`config.mk`:
```
export PLATFORM = sky130hd
export DESIGN_NAME = rave_seq
export DESIGN_NICKNAME = d
export VERILOG_FILES = /design/src/hw/rtl/rave_pkg.sv /design/src/hw/rtl/rave_seq.sv
export SDC_FILE = /design/constraint.sdc
export NUM_CORES = 1
export LEC_CHECK = 0
export BUFFER_PORTS_ARGS = -buffer_cell sky130_fd_sc_hd__buf_2
export CELL_PAD_IN_SITES_DETAIL_PLACEMENT = 1
export CELL_PAD_IN_SITES_GLOBAL_PLACEMENT = 1
export CORE_AREA = 5 5 111 113
export CTS_CLUSTER_SIZE = 14
export DETAILED_ROUTE_END_ITERATION = 7
export DIE_AREA = 0 0 116 118
export PLACE_DENSITY_LB_ADDON = 0.1
export SYNTH_ARGS = -nofsm -noshare
export SYNTH_HDL_FRONTEND = slang
export SYNTH_SLANG_ARGS = --single-unit
```
`constraint.sdc`:
```
create_clock -name clk -period 3.76 [get_ports clk]
set_input_delay 0.376 -clock clk [delete_from_list [all_inputs] [get_ports clk]]
set_output_delay 0.376 -clock clk [all_outputs]
set_load 0.05 [all_outputs]
```
`src/hw/rtl/rave_pkg.sv`:
```
// Shared types and constants of the range active value count unit.
package rave_pkg;

  localparam int CNT_W = 11;

  typedef enum logic [1:0] {
    CMD_LOAD   = 2'd0,
    CMD_COUNT  = 2'd1,
    CMD_TOGGLE = 2'd2
  } cmd_t;

  typedef struct packed {
    logic             valid;
    logic [CNT_W-1:0] count;
  } res_t;

endpackage

```
`src/hw/rtl/rave_seq.sv`:
```
// Command sequencer: load, toggle read-modify-write and range scan over the table.
module rave_seq #(
  parameter int TABLE_DEPTH = 1024,
  parameter int VALUE_BITS  = 32
) (
  input  logic                             clk,
  input  logic                             rst,
  input  logic                             in_valid,
  output logic                             in_ready,
  input  logic [1:0]                       cmd,
  input  logic [9:0]                       entry_index,
  input  logic signed [31:0]               item_value,
  input  logic [9:0]                       range_left,
  input  logic [9:0]                       range_right,
  output rave_pkg::res_t                   res,
  input  logic                             res_take,
  output logic                             wr_en,
  output logic [$clog2(TABLE_DEPTH)-1:0]   wr_addr,
  output logic [VALUE_BITS:0]              wr_data,
  output logic                             rd_en,
  output logic [$clog2(TABLE_DEPTH)-1:0]   rd_addr,
  input  logic [VALUE_BITS:0]              rd_data
);
  import rave_pkg::*;

  localparam int AW = $clog2(TABLE_DEPTH);
  localparam int CW = ((AW > 10) ? AW : 10) + 1;
  localparam logic [CW-1:0] DEPTH_C = CW'(TABLE_DEPTH);
  localparam logic [CW-1:0] MAX_IDX = CW'(TABLE_DEPTH - 1);
  localparam logic [CNT_W-1:0] CNT_MAX = {CNT_W{1'b1}};

  typedef enum logic [3:0] {
    ST_IDLE   = 4'b0001,
    ST_SCAN   = 4'b0010,
    ST_TOGGLE = 4'b0100,
    ST_DONE   = 4'b1000
  } state_t;

  state_t                state, state_next;
  logic [AW-1:0]         ptr, ptr_next;
  logic [AW-1:0]         last, last_next;
  logic [VALUE_BITS-1:0] key, key_next;
  logic [CNT_W-1:0]      cnt, cnt_next;
  logic                  issuing, issuing_next;

  logic [VALUE_BITS-1:0] val;
  logic [CW-1:0]         idx_x, left_x, right_raw, right_x;
  logic                  idx_ok, nonempty, match;
  logic [AW-1:0]         ptr_inc;

  assign val       = VALUE_BITS'($unsigned(item_value));
  assign idx_x     = CW'(entry_index);
  assign idx_ok    = idx_x < DEPTH_C;
  assign left_x    = CW'(range_left);
  assign right_raw = CW'(range_right);
  assign right_x   = (right_raw > MAX_IDX) ? MAX_IDX : right_raw;
  assign nonempty  = left_x <= right_x;
  assign ptr_inc   = ptr + 1'b1;
  assign match     = rd_data[VALUE_BITS] && (rd_data[VALUE_BITS-1:0] == key);

  assign in_ready  = (state == ST_IDLE);
  assign res.valid = (state == ST_DONE);
  assign res.count = cnt;

  always_comb begin
    state_next   = state;
    ptr_next     = ptr;
    last_next    = last;
    key_next     = key;
    cnt_next     = cnt;
    issuing_next = issuing;
    wr_en        = 1'b0;
    wr_addr      = AW'(idx_x);
    wr_data      = {1'b1, val};
    rd_en        = 1'b0;
    rd_addr      = AW'(left_x);
    case (state)
      ST_IDLE: begin
        if (in_valid) begin
          case (cmd)
            CMD_LOAD: begin
              wr_en = idx_ok;
            end
            CMD_COUNT: begin
              key_next = val;
              cnt_next = '0;
              if (nonempty) begin
                rd_en        = 1'b1;
                ptr_next     = AW'(left_x);
                last_next    = AW'(right_x);
                issuing_next = (left_x != right_x);
                state_next   = ST_SCAN;
              end else begin
                state_next = ST_DONE;
              end
            end
            CMD_TOGGLE: begin
              if (idx_ok) begin
                rd_en      = 1'b1;
                rd_addr    = AW'(idx_x);
                ptr_next   = AW'(idx_x);
                state_next = ST_TOGGLE;
              end
            end
            default: ;
          endcase
        end
      end
      ST_SCAN: begin
        if (match && (cnt != CNT_MAX)) begin
          cnt_next = cnt + 1'b1;
        end
        if (issuing) begin
          rd_en        = 1'b1;
          rd_addr      = ptr_inc;
          ptr_next     = ptr_inc;
          issuing_next = (ptr_inc != last);
        end else begin
          state_next = ST_DONE;
        end
      end
      ST_TOGGLE: begin
        wr_en      = 1'b1;
        wr_addr    = ptr;
        wr_data    = {~rd_data[VALUE_BITS], rd_data[VALUE_BITS-1:0]};
        state_next = ST_IDLE;
      end
      ST_DONE: begin
        if (res_take) begin
          state_next = ST_IDLE;
        end
      end
      default: begin
        state_next = ST_IDLE;
      end
    endcase
  end

  always_ff @(posedge clk) begin
    if (rst) begin
      state   <= ST_IDLE;
      issuing <= 1'b0;
    end else begin
      state   <= state_next;
      issuing <= issuing_next;
    end
    ptr  <= ptr_next;
    last <= last_next;
    key  <= key_next;
    cnt  <= cnt_next;
  end

  a_scan_end: assert property (@(posedge clk) disable iff (rst)
    (state == ST_SCAN && !issuing) |=> (state == ST_DONE))
    else $error("scan did not finish after last read");

  a_ptr_bound: assert property (@(posedge clk) disable iff (rst)
    (state == ST_SCAN) |-> (ptr <= last))
    else $error("scan pointer passed end of range");

  a_no_rw_clash: assert property (@(posedge clk) disable iff (rst)
    !(wr_en && rd_en))
    else $error("table read and write in the same cycle");

  a_toggle_back: assert property (@(posedge clk) disable iff (rst)
    (state == ST_TOGGLE) |=> (state == ST_IDLE))
    else $error("toggle write-back did not return to idle");

endmodule
```
=== Word-level counts from Yosys, hierarchy flattened ===
Index checks and enable logic that the tools add are counted.

* Bits in registers: 68
* Bits in latches: 0
* Memory bits (writable): 0
* Bits in read-only memories: 0
* Input bits: 101
* Word-level logic and storage cells: 81
* Memories kept: 0

* Add/sub/neg operators: 2
* Multipliers: 0
* Divide/modulo/power cells: 0
* $lt $le $gt $ge: 3
* Eq/ne operators: 20
* Shift operators: 0
* Muxes and demuxes: 39
* Bitwise gates (word level): 1
* Reductions and logical operators: 10

{| class="wikitable"
|+ Operators with widths
! kind !! count
|-
| $mux W10 || 10
|-
| $pmux W10 S2 || 3
|-
| $mux W11 || 3
|-
| $mux W33 || 1
|-
| $eq A32 B32 Y1 || 1
|-
| $pmux W11 S2 || 1
|-
| $mux W4 || 5
|-
| $ne A10 B10 Y1 || 2
|-
| $pmux W4 S3 || 1
|-
| $reduce_and A4 Y1 || 3
|-
| $add A11 B1 Y11 const B || 1
|-
| $lt A10 B11 Y1 const B || 1
|-
| $ne A11 B11 Y1 const B || 1
|-
| $add A10 B1 Y10 const B || 1
|-
| $gt A10 B10 Y1 const B || 1
|-
| $le A10 B10 Y1 || 1
|-
| $mux W1 || 10
|-
| $ne A2 B2 Y1 const B || 4
|-
| $pmux W1 S2 || 4
|-
| $pmux W4 S2 || 1
|-
| $ne A2 B1 Y1 const B || 3
|-
| $ne A3 B3 Y1 const B || 2
|-
| $reduce_and A6 Y1 || 1
|-
| $reduce_and A5 Y1 || 1
|-
| 12 further kinds || 13
|}

=== Logic depth before layout (Yosys ltp) ===
* Depth in word-level cells: 7
* Gate-level depth with buffers: 9
* Gate-level depth less buffers: 8

=== Worst setup path after synthesis ===
OpenSTA, ideal clock, no wires.

* Kind: register to register
* Start: register state[0]
* End: register state[3]
* Setup time: 0.060 ns
* Arrival: 2.989 ns
* Slack: 0.711 ns
* Stages on the path, launching flop included: 8
* Period minus slack after synthesis: 3.049 ns
* Cells stage by stage: dfxtp_1 > buf_4 > nor4b_1 > nor2b_1 > a21o_1 > nor3_1 > a211oi_1 > o31a_1

{| class="wikitable"
|+ RTL lines
! item !! RTL line !! RTL
|-
| start, declared || rave_seq.sv:39 || <nowiki>state_t state, state_next;</nowiki>
|-
| start signal, assigned || rave_seq.sv:144 || <nowiki>state <= state_next;</nowiki>
|}

=== Worst setup path after layout ===
* Start: register state[0]
* End: output rd_addr[9]

* Word-level cells in the longest chain between the ends: 2
* Elaborated cells between the ends (all ways): 3
* Classes of those cells: eq/ne (2); mux (1)

{| class="wikitable"
|+ RTL lines
! item !! RTL line !! RTL
|-
| $eq A4 B2 Y1 or $eq A4 B1 Y1 (tied branches) || rave_seq.sv:77 || <nowiki>case (state)</nowiki>
|-
| $pmux W10 S2 * || rave_seq.sv:77 ||
|-
| end, declared || rave_seq.sv:21 || <nowiki>output logic [$clog2(TABLE_DEPTH)-1:0] rd_addr,</nowiki>
|}

Mark *: on every way between the ends. The rest lies on a longest branch, timed or not.

==> flow_metrics.py <==
metrics = {
    "timing": {
        "fin_worst_skew_ns": 0.00600,
        "drv_slew": 0,
        "fmax_mhz": 312,
        "tns_ns": 0,
        "post-route-period-util": 0.852,
        "rsz0062_at_grt": "false",
        "worst_pin_slew_ns": 0.927,
        "final-hold-violation-count": 0,
        "fin_crit_ns": 3.20,
        "setup_viol": 0,
        "slew_headroom": 0.379,
    },
    "worst_setup_path": {
        "worst_setup_path_end_kind": "output port",
        "path_max_fanout": 10,
        "rr_startpoint": "state[0]",
        "cp_data_arrival_time_ns": 2.83,
        "critPathKind": "reg -> out",
        "r2r_slack_ns": 1.25,
        "crit_chain": "or4b_1 > inv_4 > nand2_1 > o21ai_2 > a22oi_1 > o21ai_1 > buf_2",
        "rr_worst_depth": 5,
        "r2r-end": "last[7]",
        "startpoint_type": "flop",
        "max_stage_delay_ns": 0.63,
        "cpMaxStageDelayCell": "or4b_1",
        "crit_required_ns": 3.38,
    },
    "clocking": {
        "holdBufCountCts": 0,
        "cts-root-buf": "clkbuf_16",
        "h-tree-depth": 3,
        "clockBufferDepth": 2,
        "post_cts_resize_count": 0,
        "clk_latency_ns": 0.33,
        "clock_sinks": 68,
        "cts_setup_buffers": 0,
        "clk_pin_slew_ns": 0.06,
        "cts_buffers": 9,
        "tritoncts": "done",
    },
    "detailed_routing": {
        "dr.pass1.iters": 4,
        "routedLengthMet1_mm": 5.64,
        "routedWlPerCell_um": 18.5,
        "drc": 0,
        "drt-initial-drc-count": 164,
        "top_layer": "met4",
        "via_per_inst": 5.32,
        "totalWireLength_mm": 13.2,
        "ant_nets": 0,
        "wl_met2_mm": 6.78,
        "vias": 3782,
        "wl_met3_um": 618,
    },
    "die": {
        "rows": 39,
        "core_mm2": 0.0112,
        "initial_core_util": 0.395,
        "ioPinCount": 169,
        "fp.dieW_um": 116,
        "dieArea_mm2": 0.0137,
        "fp.dieH_um": 118,
    },
    "logic_synthesis": {
        "syn_avg_cell_area_um2": 11.0,
        "yosysTopAreaCell": "edfxtp_1",
        "netlist_area_mm2": 0.00444,
        "synth_edf_count": 63,
        "seq_area_frac_synth": 0.449,
        "synth_nets": 521,
        "yosys-top-cells-area": "edfxtp_1, mux2_1, xor2_1, xnor2_1, ha_1",
        "synthCells": 405,
        "yosysMostFrequentCell": "edfxtp_1",
        "yosysTopAreaCellShare": 0.426,
        "ys_dominant_reg_cell": "edfxtp_1",
        "ys_types": 54,
        "synthTopCellsByCount": "edfxtp_1, mux2_1, xor2_1",
        "yosys_register_bits": 68,
        "ys_async_sr_fraction": 0,
        "ys.warnings.count": 0,
    },
    "global_routing": {
        "grt_antenna_before_repair": 0,
        "track_usage": 0.188,
        "grt.overflow.total": 0,
        "grt_pass1_wl_mm": 20.2,
        "grt_max_degree": 36,
        "grt_pass1_vias": 3967,
    },
    "cells_and_area": {
        "layout.nets": 679,
        "fin_util": 0.510,
        "drive_above_1_share": 0.366,
        "final_cells": 711,
        "nFillCells": 1287,
        "syn_to_final_growth_pct": 28.9,
        "diodes": 0,
    },
    "power": {
        "ir_drop_uv": 514,
        "total_power_mw": 3.10,
        "power.density_mw_per_mm2": 542,
        "p_leak_nw": 2.37,
    },
    "worst_hold_path": {
        "hold_class": "in -> reg",
        "hold_end": "key[3]",
        "hp-start": "item_value[3]",
        "hold_depth": 1,
    },
    "placement": {
        "dpl.hpwl_mm": 10.3,
        "io_buffer_count": 168,
        "dp_cells": 695,
        "place_congestion": 0.798,
    },
    "status": {
        "outcome": "finished clean",
    },
    "flow_run": {
        "drv_cap": 0,
    },
}
## where the power goes
part           switching (mW)  internal, mW  leakage (nW)  total (mW)
registers               0.123         0.960         0.620        1.08
logic                   0.803         0.361          1.60        1.16
clock network           0.336         0.517         0.146       0.853
total                    1.26          1.84          2.37        3.10
## worst max path at each step
stage                  to  depth (start not counted)  slack (ns)      from
3_5_place_dp   rd_addr[9]                          7        0.89  state[0]
4_1_cts        rd_addr[9]                          7        0.54  state[0]
3_3_place_gp   rd_addr[9]                          7        0.99  state[0]
6_report       rd_addr[9]                          7        0.56  state[0]
5_1_grt        rd_addr[9]                          7        0.36  state[0]
2_1_floorplan    state[3]                          7        0.71  state[0]
## worst max-delay path, delay by kind of cell, from the launching register on
family	cells	cell delay [ns]
compound gates	3	0.81
buf+inv	2	0.45
flops	1	0.51
simple gates	2	0.72
## state kept, by name, summed over array words and instances (netlist names)
| name | cells |
|---|---|
| cnt | 11 |
| last | 10 |
| key | 32 |
| ptr | 10 |
| issuing | 1 |
| state | 4 |
## cell usage in the layout, fill, tap and decap left out, types with 6 or more instances in the layout
cell type  synthesis  routed
buf_2              7     168
edfxtp_1          63      63
mux2_1            35      35
xor2_1            30      30
xnor2_1           28      28
nor2_1            28      28
a21oi_1           17      17
inv_1             16      16
ha_1              15      15
nand2_1           14      14
nand4_1           12      12
nor2b_1           11      11
and3_1             9       9
o21ai_0            9       9
a211oi_1           9       9
clkbuf_16          0       9
a221o_1            8       8
mux2_2             8       8
nand3_1            7       7
buf_4              1       6
## final cells by class
class,instances,area [um^2],area share
Multi-Input combinational cell,292,2280,0.398
Sequential cell,68,1990,0.348
Timing Repair Buffer,175,906,0.158
Clock buffer,9,225,0.0394
Tap cell,143,179,0.0313
Clock inverter,7,73.8,0.0129
Inverter,17,66.3,0.0116
## through the flow
stage	instance area, um^2	setup slack, ns	hold WS, ns
after global routing	5720	0.362	0.222
after global placement	5420	0.994	0.565
final	5720	0.556	0.235
after detailed placement	5420	0.890	0.567
after floorplan	4440	0.711	0.475
after CTS	5720	0.538	0.225
## per-layer routing
layer | global-route usage | vias to the layer above
li1 | - | 1824
met1 | 0.234 | 1857
met2 | 0.336 | 93
met3 | 0.0247 | 8
met4 | 0.0508 | 0
met5 | 0 | -
## logic make-up (layout without fill, tap and decap cells)
kind of cell,Yosys count,count (layout),synth area share
muxes,44,44,0.111
DFF,68,68,0.449
xor gates and xnor gates,58,58,0.114
buffers and inverters,45,208,0.0415
AOI/OAI and AO/OA,71,71,0.112
adders and majority gates,15,15,0.0423
and+or+nand+nor,104,104,0.129
No activity file was read; power rests on OpenSTA's default activity.
